**config.mk**
```make
export PLATFORM = sky130hd
export DESIGN_NAME = fifo_handoff_mutex
export DESIGN_NICKNAME = d
export VERILOG_FILES = /design/src/hdl/fhm_pkg.sv /design/src/hdl/fifo_handoff_mutex.sv /design/src/hdl/fhm_ctrl.sv /design/src/hdl/fhm_datapath.sv
export SDC_FILE = /design/constraint.sdc
export NUM_CORES = 1
export LEC_CHECK = 0
export ABC_AREA = 1
export BUFFER_PORTS_ARGS = -buffer_cell sky130_fd_sc_hd__buf_2
export CORE_MARGIN = 4
export CORE_UTILIZATION = 50
export CTS_BUF_LIST = sky130_fd_sc_hd__clkbuf_4 sky130_fd_sc_hd__clkbuf_8
export DETAILED_ROUTE_END_ITERATION = 16
export HOLD_SLACK_MARGIN = 0.15
export PLACE_DENSITY = 0.69
export SYNTH_ARGS = -nofsm -noshare
export SYNTH_HDL_FRONTEND = slang
export SYNTH_HIERARCHICAL = 1
export SYNTH_SLANG_ARGS = --single-unit
export TNS_END_PERCENT = 100
```
**constraint.sdc**
```tcl
create_clock -name i_clk -period 3.4 [get_ports i_clk]
set_input_delay 1.02 -clock i_clk [delete_from_list [all_inputs] [get_ports i_clk]]
set_output_delay 1.02 -clock i_clk [all_outputs]
set_load 0.005 [all_outputs]
```
**src/hdl/fhm_pkg.sv**
```systemverilog
// Package with the shared types, codes and sizes of the queued mutex.
package fhm_pkg;

    localparam int MAX_THREADS = 16;
    localparam int TID_W       = 4;
    localparam int IDX_W       = (MAX_THREADS > 1) ? $clog2(MAX_THREADS) : 1;
    localparam int CNT_W       = $clog2(MAX_THREADS + 1);
    localparam int SUM_W       = CNT_W + 1;
    localparam int WAIT_W      = 5;

    typedef enum logic [2:0] {
        ST_GRANTED  = 3'd0,
        ST_ALREADY  = 3'd1,
        ST_QUEUED   = 3'd2,
        ST_HANDOFF  = 3'd3,
        ST_RELEASED = 3'd4,
        ST_NOTOWNER = 3'd5,
        ST_FULL     = 3'd6
    } t_status;

    localparam logic FUNC_LOCK   = 1'b0;
    localparam logic FUNC_UNLOCK = 1'b1;

    typedef struct packed {
        logic             func;
        logic [TID_W-1:0] thread_id;
    } t_req;

    typedef struct packed {
        logic [2:0]        status;
        logic [TID_W-1:0]  woken_thread;
        logic              locked_now;
        logic [TID_W-1:0]  owner_now;
        logic [WAIT_W-1:0] waiting_now;
    } t_rsp;

    // Command from the controller to the datapath.
    typedef struct packed {
        logic commit;
    } t_dp_cmd;

    // Status from the controller about the handshake state.
    typedef struct packed {
        logic in_ready;
        logic out_valid;
    } t_ctl_stat;

endpackage

```
**src/hdl/fifo_handoff_mutex.sv**
```systemverilog
// Top level of the queued mutex with direct ownership handoff.
//
// Requests enter on the input channel (i_in_valid, o_in_ready, i_in_data), each a
// lock or an unlock with the requesting thread's id. Every request gives exactly
// one result on the output channel (o_out_valid, i_out_ready, o_out_data) with
// the outcome, the woken thread on a handoff, and the lock state after it.
// A request is decided and the mutex state updated in the cycle of its transfer;
// the result register is loaded together with the new state. One request can be
// taken every cycle while the receiver accepts results, as each updates only a few
// registers and one ring entry and the result register empties as it is refilled.
// Threads that must wait are kept in a ring of MAX_THREADS entries.
// While the receiver stalls the result holds, and one further request is
// accepted only in the cycle in which the held result is transferred.
// A synchronous reset leaves the mutex free, the ring empty and no result
// pending; the ring contents themselves are not cleared.
module fifo_handoff_mutex (
    input  logic           i_clk,
    input  logic           i_rst_n,
    input  logic           i_in_valid,
    output logic           o_in_ready,
    input  fhm_pkg::t_req  i_in_data,
    output logic           o_out_valid,
    input  logic           i_out_ready,
    output fhm_pkg::t_rsp  o_out_data
);
    import fhm_pkg::*;

    t_dp_cmd   cmd;
    t_ctl_stat stat;

    fhm_ctrl u_ctrl (
        .i_clk       (i_clk),
        .i_rst_n     (i_rst_n),
        .i_in_valid  (i_in_valid),
        .i_out_ready (i_out_ready),
        .o_cmd       (cmd),
        .o_stat      (stat)
    );

    fhm_datapath u_datapath (
        .i_clk   (i_clk),
        .i_rst_n (i_rst_n),
        .i_cmd   (cmd),
        .i_req   (i_in_data),
        .o_rsp   (o_out_data)
    );

    assign o_in_ready  = stat.in_ready;
    assign o_out_valid = stat.out_valid;

endmodule

```
**src/hdl/fhm_ctrl.sv**
```systemverilog
// Handshake controller: tracks whether the result register holds an untaken result.
module fhm_ctrl (
    input  logic                i_clk,
    input  logic                i_rst_n,
    input  logic                i_in_valid,
    input  logic                i_out_ready,
    output fhm_pkg::t_dp_cmd    o_cmd,
    output fhm_pkg::t_ctl_stat  o_stat
);
    import fhm_pkg::*;

    typedef enum logic [1:0] {
        S_EMPTY = 2'b01,
        S_HOLD  = 2'b10
    } t_state;

    t_state r_state;
    t_state n_state;
    logic   in_ready;
    logic   take_in;

    // A new request may enter when the result register is empty or is being emptied.
    assign in_ready = (r_state == S_EMPTY) || i_out_ready;
    assign take_in  = i_in_valid && in_ready;

    always_comb begin
        n_state = r_state;
        case (r_state)
            S_EMPTY: begin
                if (take_in) begin
                    n_state = S_HOLD;
                end
            end
            S_HOLD: begin
                if (i_out_ready && !take_in) begin
                    n_state = S_EMPTY;
                end
            end
            default: begin
                n_state = S_EMPTY;
            end
        endcase
    end

    always_ff @(posedge i_clk) begin
        if (!i_rst_n) begin
            r_state <= S_EMPTY;
        end else begin
            r_state <= n_state;
        end
    end

    assign o_cmd.commit     = take_in;
    assign o_stat.in_ready  = in_ready;
    assign o_stat.out_valid = (r_state == S_HOLD);

endmodule

```
**src/hdl/fhm_datapath.sv**
```systemverilog
// Datapath: ownership registers, the ring of waiting threads and the result register.
module fhm_datapath (
    input  logic              i_clk,
    input  logic              i_rst_n,
    input  fhm_pkg::t_dp_cmd  i_cmd,
    input  fhm_pkg::t_req     i_req,
    output fhm_pkg::t_rsp     o_rsp
);
    import fhm_pkg::*;

    logic             r_locked;
    logic [TID_W-1:0] r_owner;
    logic [IDX_W-1:0] r_head;
    logic [CNT_W-1:0] r_count;
    logic [TID_W-1:0] r_ring [MAX_THREADS];
    t_rsp             r_rsp;

    logic             n_locked;
    logic [TID_W-1:0] n_owner;
    logic [IDX_W-1:0] n_head;
    logic [CNT_W-1:0] n_count;
    t_status          status;
    logic [TID_W-1:0] woken;
    logic             push;
    logic [SUM_W-1:0] tail_sum;
    logic [IDX_W-1:0] tail;
    logic [TID_W-1:0] head_tid;

    // The tail position is below twice the ring depth, so one subtraction wraps it.
    assign tail_sum = SUM_W'(r_head) + SUM_W'(r_count);
    assign tail     = (tail_sum >= SUM_W'(MAX_THREADS))
                      ? IDX_W'(tail_sum - SUM_W'(MAX_THREADS)) : IDX_W'(tail_sum);
    assign head_tid = r_ring[r_head];

    always_comb begin
        n_locked = r_locked;
        n_owner  = r_owner;
        n_head   = r_head;
        n_count  = r_count;
        woken    = '0;
        push     = 1'b0;
        status   = ST_NOTOWNER;
        if (i_req.func == FUNC_LOCK) begin
            if (!r_locked) begin
                n_locked = 1'b1;
                n_owner  = i_req.thread_id;
                status   = ST_GRANTED;
            end else if (r_owner == i_req.thread_id) begin
                status = ST_ALREADY;
            end else if (r_count >= CNT_W'(MAX_THREADS)) begin
                status = ST_FULL;
            end else begin
                push    = 1'b1;
                n_count = r_count + CNT_W'(1);
                status  = ST_QUEUED;
            end
        end else if (r_locked && (r_owner == i_req.thread_id)) begin
            if (r_count != '0) begin
                woken   = head_tid;
                n_owner = head_tid;
                n_count = r_count - CNT_W'(1);
                n_head  = (r_head == IDX_W'(MAX_THREADS - 1)) ? '0 : r_head + IDX_W'(1);
                status  = ST_HANDOFF;
            end else begin
                n_locked = 1'b0;
                n_owner  = '0;
                status   = ST_RELEASED;
            end
        end
    end

    always_ff @(posedge i_clk) begin
        if (!i_rst_n) begin
            r_locked <= 1'b0;
            r_owner  <= '0;
            r_head   <= '0;
            r_count  <= '0;
        end else if (i_cmd.commit) begin
            r_locked <= n_locked;
            r_owner  <= n_owner;
            r_head   <= n_head;
            r_count  <= n_count;
        end
    end

    always_ff @(posedge i_clk) begin
        if (i_cmd.commit && push) begin
            r_ring[tail] <= i_req.thread_id;
        end
    end

    always_ff @(posedge i_clk) begin
        if (i_cmd.commit) begin
            r_rsp.status       <= status;
            r_rsp.woken_thread <= woken;
            r_rsp.locked_now   <= n_locked;
            r_rsp.owner_now    <= n_locked ? n_owner : '0;
            r_rsp.waiting_now  <= WAIT_W'(n_count);
        end
    end

    assign o_rsp = r_rsp;

endmodule

```
**Word-level counts from Yosys, hierarchy flattened**

Memories as Yosys holds them, arrays and structs flattened. A register that Yosys moved wholly into a read port is not among the register bits.
Cells that the tools add are included.

- Flip-flop bits (word level): 33
- Latch bits: 0
- Bits in writable memories: 64
- ROM bits: 0
- Input port bits: 9
- Output and inout port bits: 19
- Logic and storage cells: 66
- Memories kept: 1

Memory list:

| memory | words | bits a word | read ports | clocked after Yosys merged registers in | write ports | line | text |
|---|---|---|---|---|---|---|---|
| u_datapath.r_ring | 16 | 4 | 1 | 1 | 1 | fhm_datapath.sv:15 | `logic [TID_W-1:0] r_ring [MAX_THREADS];` |

- $add $sub $neg: 5
- Multiply operators: 0
- Divide/modulo/power cells: 0
- $lt $le $gt $ge: 2
- Eq/ne operators: 6
- Shifts and indexed selects: 0
- Multiplexer cells: 32
- Bitwise gates (word level): 0
- Reduce and logical (&&, ||, !) cells: 10

Operator list:

| cell | number |
|---|---|
| 4-bit two-way mux | 8 |
| 5-bit two-way mux | 6 |
| 3-bit two-way mux | 6 |
| 1-bit two-way mux | 9 |
| 4-bit by 5-bit adder with 6-bit output | 1 |
| 6-bit by 5-bit >= comparator with 1-bit output, second input constant | 1 |
| 5-bit by 1-bit adder with 5-bit output, second input constant | 1 |
| 5-bit >= comparator, second input constant | 1 |
| 5-bit nonzero test | 1 |
| 5-bit by 1-bit subtractor with 5-bit output, second input constant | 1 |
| 4-bit by 1-bit adder with 4-bit output, second input constant | 1 |
| 4-bit == test | 1 |
| 4-bit == test, second input constant | 1 |
| 1-bit logical AND | 4 |
| 2-bit two-way mux | 2 |
| 2-bit by 1-bit != test with 1-bit output, second input constant | 2 |
| 2-bit case mux with 2 select lines | 1 |
| 2-bit AND reduction | 2 |
| 4-bit AND reduction | 1 |
| 4-bit by 1-bit subtractor with 4-bit output, second input constant | 1 |
| 2-bit by 1-bit == test with 1-bit output, second input constant | 1 |
| 2-bit == test, second input constant | 1 |
| 1-bit logical NOT | 1 |
| 1-bit logical OR | 1 |

**Longest topological paths before layout**

Gate-level depths: netlist of run 1.

- Depth after elaboration: 8
- Gate-level depth with buffers: 13
- Depth with buffers taken out: 13

**By module**

The synthesis of run 1 kept the hierarchy.

Modules (own cells, without submodules):

| module | times used | cells each | area an instance (um2) | sequential area each (um2) |
|---|---|---|---|---|
| fhm_datapath | 1 | 483 | 4724.5 | 2792.7 |
| fhm_ctrl | 1 | 18 | 113.9 | 40.0 |

**Least setup slack after synthesis of run 1**

Ideal clock, no wire load.

- Path type: input to register
- From: input i_out_ready
- To: memory u_datapath.r_ring[4][0] (enable)
- Data arrival time: 2.935 ns
- Path slack: 0.136 ns
- Stages on the path: 6
- Path through: inv_1 a21oi_1 inv_1 nor2_2 nand2_1 nor2_1

- Longest elaborated chain between the ends: 5

Ends and longest elaborated chain:

| item | line | text |
|---|---|---|
| start: declaration | fifo_handoff_mutex.sv:23 | `input logic i_out_ready,` |
| 1-bit logical OR | fhm_ctrl.sv:23 | `assign in_ready = (r_state == S_EMPTY) \|\| i_out_ready;` |
| 1-bit logical AND | fhm_ctrl.sv:24 | `assign take_in = i_in_valid && in_ready;` |
| via cmd | fifo_handoff_mutex.sv:28 | `t_dp_cmd cmd;` |
| 1-bit logical AND | fhm_datapath.sv:87 | `if (i_cmd.commit && push) begin` |
| 1-bit two-way mux | fhm_datapath.sv:87 |  |
| 1-bit two-way mux (not written as such) | fhm_datapath.sv:88 | `r_ring[tail] <= i_req.thread_id;` |
| end: declaration | fhm_datapath.sv:15 |  |

The timed path passes the listed nets, and every way through them passes these cells.

**Final worst setup path of run 1**

- From: input i_in_data[0] in the netlist's numbering
- To: memory u_datapath.r_ring[10][0] (enable)

- Longest elaborated chain between the ends: 7

Ends and longest elaborated chain:

| item | line | text |
|---|---|---|
| start: declaration | fifo_handoff_mutex.sv:21 | `input fhm_pkg::t_req i_in_data,` |
| 4-bit == test | fhm_datapath.sv:48 | `end else if (r_owner == i_req.thread_id) begin` |
| 1-bit two-way mux | fhm_datapath.sv:48 |  |
| 1-bit two-way mux | fhm_datapath.sv:44 | `if (!r_locked) begin` |
| 1-bit two-way mux | fhm_datapath.sv:43 | `if (i_req.func == FUNC_LOCK) begin` |
| 1-bit logical AND | fhm_datapath.sv:87 |  |
| 1-bit two-way mux | fhm_datapath.sv:87 |  |
| 1-bit two-way mux (not written as such) | fhm_datapath.sv:88 |  |

Every way passes these cells.

==> results of run 1 <==
[worst max-delay path, stage by stage]
cell,delay [ns]
buf_2,0.14
inv_1,0.08
nand2_1,0.05
nand2_1,0.10
nor2_4,0.06
nand2_2,0.12
nand2_2,0.09
nor2_2,0.14
nand2_2,0.09
nor2_2,0.21
nand2_1,0.20
nor2_1,0.34
[power by group]
group | internal (mW) | switching (mW)
registers | 1.37 | 0.0260
logic | 0.0796 | 0.160
clock network | 0.276 | 0.427
total | 1.73 | 0.612
[cells by family (layout without fill, tap and decap cells)]
group                      count (synthesis)  in the layout  synth area share, %
and+or+nand+nor                          238            238                22.45
DFF                                      101            101                58.55
AOI/OAI and AO/OA                         74             74                8.560
xor gates and xnor gates                   7              7                1.267
adders and majority gates                  8              8                2.224
buffers and inverters                     73            105                6.956
[cell usage in the layout (no fill, tap or decap), types with 14 or more instances in the layout]
cell,count
nand2_1,101
edfxtp_1,81
nor2_1,60
inv_1,46
nand3_1,42
o21ai_0,32
buf_2,27
a21oi_1,22
dfxtp_1,20
nand2_2,14
[layout make-up]
| class | count | share of cell area, % |
|---|---|---|
| Sequential cell | 101 | 53.98 |
| Tap cell | 129 | 3.076 |
| Timing Repair Buffer | 34 | 3.577 |
| Clock inverter | 7 | 1.073 |
| Inverter | 55 | 4.053 |
| Multi-Input combinational cell | 327 | 31.88 |
| Clock buffer | 9 | 2.361 |
[state kept, by name (all words and copies together) (netlist names), named ones only]
signal and flops:
u_ctrl/r_state 2, u_datapath/r_owner 4, u_datapath/r_locked 1, u_datapath/o_rsp 17
u_datapath/r_count 5, u_datapath/r_head 4, u_datapath/r_ring 64
[path summary, 6_finish.rpt]
check                           cells past startpoint                                from                                  to
worst max register to register                      6  u_datapath/r_count[2]$_SDFFE_PN0P_  u_datapath/r_ring[10][0]$_DFFE_PP_
worst min-delay path                                2   u_datapath/r_head[0]$_SDFFE_PN0N_                                flop
worst max-delay path                               12                        i_in_data[0]  u_datapath/r_ring[10][0]$_DFFE_PP_
worst min register to register                      2   u_datapath/r_head[0]$_SDFFE_PN0N_                                flop
[stage by stage]
stage	total power, mW	setup WS, ns	area (µm²)	hold slack (ns)	utilization (%)
2_1_floorplan	1.584	0.1357	4838	0.4918	-
3_3_place_gp	1.660	0.5099	5067	0.5177	54.33
3_5_place_dp	1.661	0.4287	5067	0.5280	54.33
4_1_cts	2.357	0.8327	5248	0.5493	56.26
5_1_grt	2.441	0.6723	5248	0.5809	56.26
6_report	2.337	0.7989	5248	0.5481	56.26
[layer usage]
metal  wire length, µm  track usage, %  part of all wire [%]
met1              4650           27.69                    45
met2              4607           28.69                    45
met3               796           4.129                   7.7
met4               268           8.696                   2.6
met5                 0               0                     0
==> results.py, run 1 <==
metrics = {
    "logic_synthesis": {
        "synth_top_area_share_pct": 50.27,
        "synth-seq-cells": 101,
        "syn_nets": 518,
        "netlist_instances": 501,
        "synth_top_cells_by_count": "nand2_1 (101), edfxtp_1 (81), nor2_1 (60)",
        "ys_seq_area_share_pct": 58.55,
        "yosys.area.top_type": "edfxtp_1",
        "avgSynthCellArea_um2": 9.657,
        "ys_warn_count": 6,
        "yosysMostFrequentCell": "nand2_1",
        "synthArstFlopShare_pct": 0,
        "synth_area_leaders": "edfxtp_1 (50%), dfxtp_1 (8.3%), nand2_1 (7.8%)",
        "netlist_area_um2": 4838,
        "synth_edf_count": 81,
        "synth_cell_type_count": 36,
        "synthFlopType": "edfxtp_1",
    },
    "clocking": {
        "clk_path_buf_depth": 2,
        "clk_pin_slew_ns": 0.10,
        "htreeDepth": 3,
        "numCtsBuffers": 9,
        "clk_latency_ns": 0.37,
        "clock_sinks": 101,
        "holdBufCountCts": 0,
        "cts_resized": 0,
        "clockRootBuffer": "clkbuf_8",
        "post_cts_buffers": 0,
        "cts_tree": "done",
    },
    "finish": {
        "multi_input_area_um2": 1673,
        "fin_cells": 662,
        "layout.nets": 545,
        "nFillCells": 801,
        "drive_above_1_share_pct": 16.32,
        "seq_area_um2": 2833,
        "area_growth_pct": 8.456,
        "diodes": 0,
    },
    "critical_path": {
        "crit_fanout": 6,
        "path_class": "in2reg",
        "cp-end-kind": "flop",
        "crit_required_ns": 3.45,
        "cp.arrival_ns": 2.65,
        "rrSetupSlack_ns": 1.07,
        "start_kind": "primary input",
    },
    "min_path": {
        "hp-class": "reg2reg",
    },
    "drt": {
        "ant_nets": 0,
        "first_iter_violations": 297,
        "via_per_inst": 5.329,
        "remaining_drc_errors": 0,
        "firstDrtPassIters": 5,
        "vias": 3528,
        "wire_per_inst_um": 15.59,
        "finalWirelength_um": 10320,
    },
    "timing": {
        "timing.setup.tns_ns": 0,
        "fmax_ghz": 0.3844,
        "setup_viol_count_final": 0,
        "timing.final.crit_share_pct": 76.50,
        "finalClockSkew_ns": 0.01180,
        "slew_violations": 0,
        "rsz0062_at_grt": "no",
        "hold_violations": 0,
        "tightest_slew_ns": 0.7580,
        "max_slew_margin_pct": 49.41,
        "post-route-min-period_ns": 2.601,
    },
    "power_and_ir_drop": {
        "vdd_ir_drop_max_mv": 0.1986,
        "p_leak_nw": 2.123,
        "power_density_nw_per_um2": 445.4,
    },
    "floorplanning": {
        "rows": 35,
        "die_w_um": 106.4,
        "die_y_um": 106.4,
        "io_pins": 28,
        "die-area_um2": 11310,
        "start_util_pct": 51.87,
        "core_area_um2": 9328,
    },
    "grt": {
        "antenna_found_initial": 0,
        "grt_use_total_pct": 19.47,
        "grt_pass1_vias": 3363,
        "grt_first_pass_wirelength_um": 16990,
        "grt-ovfl-total": 0,
        "grt_max_degree": 40,
    },
    "place": {
        "portBuffers": 27,
        "gp_congestion": 0.8880,
        "dpl.hpwl_um": 7265,
        "placed_cells": 646,
    },
    "flow_run": {
        "cap_viol_max_count": 0,
    },
    "run_status": {
        "status": "finished clean",
    },
}
No activity file was read; power rests on OpenSTA's default activity.
==> run 2: changes to the inputs <==
Clock period 3.4 ns to 2.2 ns, I/O delays scaled along.
==> results.py, run 2 (synthesis gave the netlist of run 1 again) <==
metrics = {
    "run_status": {
        "status": "finished clean",
    },
    "grt": {
        "antenna_found_initial": 0,
        "grt_use_total_pct": 19.81,
        "grt_max_degree": 29,
        "grt_first_pass_wirelength_um": 17420,
        "grt_pass1_vias": 3457,
        "grt-ovfl-total": 0,
    },
    "finish": {
        "area_growth_pct": 14.56,
        "layout.nets": 577,
        "nFillCells": 809,
        "final_cell_area_um2": 5543,
        "drive_above_1_share_pct": 21.59,
        "final_cell_mix": "nand2_1 (101), edfxtp_1 (81), nor2_1 (59)",
        "layout_commonest_cell": "nand2_1",
        "top_register": "u_datapath/r_ring",
        "largest_register_ffs": 64,
        "diodes": 0,
        "post-route-util_pct": 59.42,
    },
    "critical_path": {
        "crit_fanout": 5,
        "cp_cell_sequence": "ha_1 > fa_1 > inv_1 > nor2_1 > nand2_1 > nor2_1 > buf_4",
        "cp.arrival_ns": 2.16,
        "crit_required_ns": 2.28,
        "cp_slowest_cell": "fa_1",
        "cp-end-kind": "flop",
        "crit_path_max_incr_delay_ns": 0.57,
        "start_kind": "flop",
        "path_common_cell": "nor2_1",
        "path_class": "reg2reg",
    },
    "floorplanning": {
        "io_pins": 28,
        "start_util_pct": 51.87,
        "core_area_um2": 9328,
        "die-area_um2": 11310,
        "rows": 35,
        "die_w_um": 106.4,
        "die_y_um": 106.4,
    },
    "timing": {
        "slew_violations": 0,
        "hold_violations": 0,
        "max_slew_margin_pct": 69.07,
        "finalClockSkew_ns": 0.006816,
        "fmax_ghz": 0.4810,
        "tightest_slew_ns": 0.4635,
        "setup_viol_count_final": 0,
        "timing.setup.tns_ns": 0,
        "post-route-min-period_ns": 2.079,
        "rsz0062_at_grt": "no",
        "timing.final.crit_share_pct": 94.50,
    },
    "drt": {
        "vias": 3656,
        "via_per_inst": 5.268,
        "first_iter_violations": 292,
        "firstDrtPassIters": 5,
        "finalWirelength_um": 10850,
        "remaining_drc_errors": 0,
        "ant_nets": 0,
        "wire_per_inst_um": 15.63,
    },
    "power_and_ir_drop": {
        "p_leak_nw": 2.307,
        "power_density_nw_per_um2": 691.7,
        "vdd_ir_drop_max_mv": 0.3028,
        "power_mw": 3.834,
    },
    "clocking": {
        "cts_tree": "done",
        "numCtsBuffers": 9,
        "clock_sinks": 101,
        "htreeDepth": 3,
        "clk_pin_slew_ns": 0.09,
        "clk_latency_ns": 0.36,
        "clockRootBuffer": "clkbuf_8",
        "clk_path_buf_depth": 2,
        "post_cts_buffers": 0,
    },
    "place": {
        "portBuffers": 27,
        "dpl_cell_area_um2": 5315,
        "gp_congestion": 0.9598,
        "dpl.hpwl_um": 7976,
    },
    "min_path": {
        "hp-class": "in2reg",
    },
    "flow_run": {
        "cap_viol_max_count": 0,
    },
}
==> run 2: what timing repair did <==
item | in CTS | in global routing
endpoints found under the setup margin | 0 | 8
hold buffers | 0 | 0
resized for setup | 0 | 2
==> run 2: through the flow <==
step / hold WS (ns) / std cells / worst slack (ns)
2_1_floorplan: 0.4918 / 501 / 0.01611
3_3_place_gp: 0.5120 / 678 / -0.06965
3_5_place_dp: 0.5417 / 678 / -0.1641
4_1_cts: 0.5185 / 694 / 0.1236
5_1_grt: 0.5262 / 694 / 0.005800
6_report: 0.5270 / 694 / 0.1210
==> run 2: power breakdown <==
part           internal (mW)  leakage, nW  switching (mW)  total (mW)
Clock                  0.654        0.110           0.620        1.27
Combinational          0.148         1.29           0.264       0.412
Sequential              2.12        0.908          0.0318        2.15
Total                   2.92         2.31           0.916        3.83
==> run 2: path summary, 6_finish.rpt <==
path / from / to / slack (ns) / cells past startpoint
worst min register to register: u_datapath/r_head[0]$_SDFFE_PN0N_ / flop / 0.55 / 2
worst max-delay path: u_datapath/r_count[0]$_SDFFE_PN0P_ / u_datapath/r_ring[2][1]$_DFFE_PP_ / 0.12 / 7
worst max register to register: u_datapath/r_count[0]$_SDFFE_PN0P_ / u_datapath/r_ring[2][1]$_DFFE_PP_ / 0.12 / 7
worst min-delay path: i_rst_n / u_ctrl/r_state[0]$_SDFFE_PN1P_ / 0.53 / 2
==> run 2: cell type report <==
cell class / instances / area (µm²) / area share (%)
flip-flops and latches: 101 / 2833 / 51.11
multi-input cells: 327 / 1690 / 30.50
repair buffers: 66 / 427.9 / 7.720
inverters: 55 / 212.7 / 3.837
well taps: 129 / 161.4 / 2.912
clock buffers: 10 / 131.4 / 2.370
clock inverters: 6 / 86.33 / 1.558
==> run 2: layer usage <==
layer | part of all wire, % | routed length [µm] | global-route usage (%) | vias up
met1 | 46 | 4968 | 27.22 | 1735
met3 | 5.4 | 582 | 2.429 | 12
li1 | - | - | - | 1801
met4 | 1.4 | 152 | 6.568 | 0
met5 | 0 | 0 | 0 | -
met2 | 47 | 5143 | 32.67 | 108
==> run 2: critical path: cells and delay by family, from the launching register on <==
kind	cells	cell delay, ns
adder cells (fa/ha/maj)	2	0.80
buffers and inverters	2	0.25
flip-flops	1	0.37
AND/OR/NAND/NOR	3	0.38
==> run 3: changes to the inputs <==
--- a/config.mk
+++ b/config.mk
@@ -15,2 +15,3 @@
 export PLACE_DENSITY = 0.69
+export REMOVE_ABC_BUFFERS = 1
 export SYNTH_ARGS = -nofsm -noshare
--- a/constraint.sdc
+++ b/constraint.sdc
@@ -3,2 +3,2 @@
 set_output_delay 0.66 -clock i_clk [all_outputs]
-set_load 0.005 [all_outputs]
+set_load 0.1 [all_outputs]
==> results.py, run 3 (synthesis gave the netlist of run 1 again) <==
metrics = {
    "run_status": {
        "status": "finished clean",
    },
    "timing": {
        "timing.setup.tns_ns": 0,
        "slew_violations": 0,
        "finalClockSkew_ns": 0.01036,
        "hold_violations": 0,
        "post-route-min-period_ns": 2.114,
        "setup_viol_count_final": 0,
        "rsz0062_at_grt": "no",
        "timing.final.crit_share_pct": 96.07,
        "fmax_ghz": 0.4731,
        "max_slew_margin_pct": 47.63,
        "tightest_slew_ns": 0.7847,
    },
    "place": {
        "placed_cells": 673,
        "gp_congestion": 0.9238,
        "portBuffers": 27,
        "dpl.hpwl_um": 7779,
    },
    "critical_path": {
        "cp_num_buf_inv": 1,
        "cp_cell_sequence": "ha_1 > fa_1 > inv_1 > nor2_1 > nand2_1 > nor2_1",
        "cp-end-kind": "flop",
        "crit_required_ns": 2.23,
        "path_class": "reg2reg",
        "start_kind": "flop",
        "cp_slowest_cell": "fa_1",
        "path_common_cell": "nor2_1",
        "critPathTopFamily": "adder cells",
        "crit_path_max_incr_delay_ns": 0.57,
        "crit_fanout": 5,
        "cp.arrival_ns": 2.15,
    },
    "power_and_ir_drop": {
        "p_leak_nw": 2.279,
        "comb_power_share_pct": 15.7,
        "p_seq_share_pct": 54.2,
        "vdd_ir_drop_max_mv": 0.3411,
        "p_sw_share_pct": 29.12,
        "clkPwrFrac_pct": 30.2,
        "power_density_nw_per_um2": 723.4,
        "p_int_mw": 2.815,
        "switching_power_mw": 1.157,
    },
    "floorplanning": {
        "die_y_um": 106.4,
        "io_pins": 28,
        "start_util_pct": 51.87,
        "die_w_um": 106.4,
        "core_area_um2": 9328,
        "rows": 35,
        "die-area_um2": 11310,
    },
    "clocking": {
        "numCtsBuffers": 9,
        "htreeDepth": 3,
        "clock_sinks": 101,
        "clockRootBuffer": "clkbuf_8",
        "clk_path_buf_depth": 2,
        "clk_pin_slew_ns": 0.09,
        "clk_latency_ns": 0.36,
        "cts_tree": "done",
    },
    "finish": {
        "top_register": "u_datapath/r_ring",
        "fin_cells": 689,
        "layout.nets": 572,
        "diodes": 0,
        "largest_register_ffs": 64,
        "final_cell_mix": "nand2_1 (101), edfxtp_1 (81), nor2_1 (60)",
        "area_growth_pct": 13.47,
        "nFillCells": 787,
        "drive_above_1_share_pct": 20.54,
        "layout_commonest_cell": "nand2_1",
    },
    "grt": {
        "grt_pass1_vias": 3510,
        "grt-ovfl-total": 0,
        "grt_max_degree": 40,
        "grt_use_total_pct": 20.81,
        "grt_first_pass_wirelength_um": 18110,
        "antenna_found_initial": 0,
    },
    "drt": {
        "first_iter_violations": 343,
        "wire_per_inst_um": 16.15,
        "firstDrtPassIters": 9,
        "ant_nets": 0,
        "remaining_drc_errors": 0,
        "via_per_inst": 5.340,
        "finalWirelength_um": 11130,
        "vias": 3679,
    },
    "flow_run": {
        "cap_viol_max_count": 0,
    },
    "min_path": {
        "hp-class": "in2reg",
    },
}
==> run 3: metal layers <==
layer  wire (µm)  vias up  track usage (%)
li1            -     1787                -
met1        5171     1759            29.57
met2        5148      119            32.71
met3         639       14            3.461
met5           0        -                0
met4         165        0            6.660
==> run 3: cell type report <==
cell class	count	area (µm²)	area share, %
clock inverter	6	68.82	1.253
sequential	101	2833	51.60
tap	129	161.4	2.940
timing repair buffer	61	405.4	7.384
clock buffer	10	131.4	2.393
inverter	55	212.7	3.874
multi-input combinational	327	1678	30.56
==> run 3: per-stage QoR <==
stage / power (mW) / worst slack (ns) / cell area, µm² / hold slack (ns) / utilization [%]
finish: 3.972 / 0.08639 / 5490 / 0.5213 / 58.86
detailed placement: 2.813 / -0.1832 / 5285 / 0.5251 / 56.66
global placement: 2.804 / -0.1035 / 5285 / 0.5175 / 56.66
CTS: 3.979 / 0.1084 / 5485 / 0.5108 / 58.81
floorplan: 2.636 / -1.395 / 4715 / 0.4918 / -
global route: 4.129 / 0.009542 / 5490 / 0.5236 / 58.86
==> run 3: what timing repair did <==
item,4_1_cts,5_1_grt
resized for setup,0,1
endpoints found under the hold margin,0,0
buffers inserted,0,0
hold buffers,0,0
endpoints found under the setup margin,0,8
==> run 3: power by group through the flow <==
stage | sequential (mW) | clock, mW | combinational, mW
6_report | 2.15 | 1.20 | 0.623
5_1_grt | 2.16 | 1.30 | 0.672
4_1_cts | 2.15 | 1.21 | 0.620
3_5_place_dp | 2.19 | 0 | 0.619
3_3_place_gp | 2.19 | 0 | 0.612
2_1_floorplan | 2.39 | 0 | 0.245
==> run 3: worst paths after layout <==
path / start / end / slack [ns] / cells past startpoint
max: u_datapath/r_count[0]$_SDFFE_PN0P_ / u_datapath/r_ring[14][0]$_DFFE_PP_ / 0.09 / 6
min: i_rst_n / u_ctrl/r_state[0]$_SDFFE_PN1P_ / 0.52 / 2
max reg2reg: u_datapath/r_count[0]$_SDFFE_PN0P_ / u_datapath/r_ring[14][0]$_DFFE_PP_ / 0.09 / 6
min reg2reg: u_ctrl/r_state[1]$_SDFFE_PN0P_ / u_ctrl/r_state[1]$_SDFFE_PN0P_ / 0.53 / 2
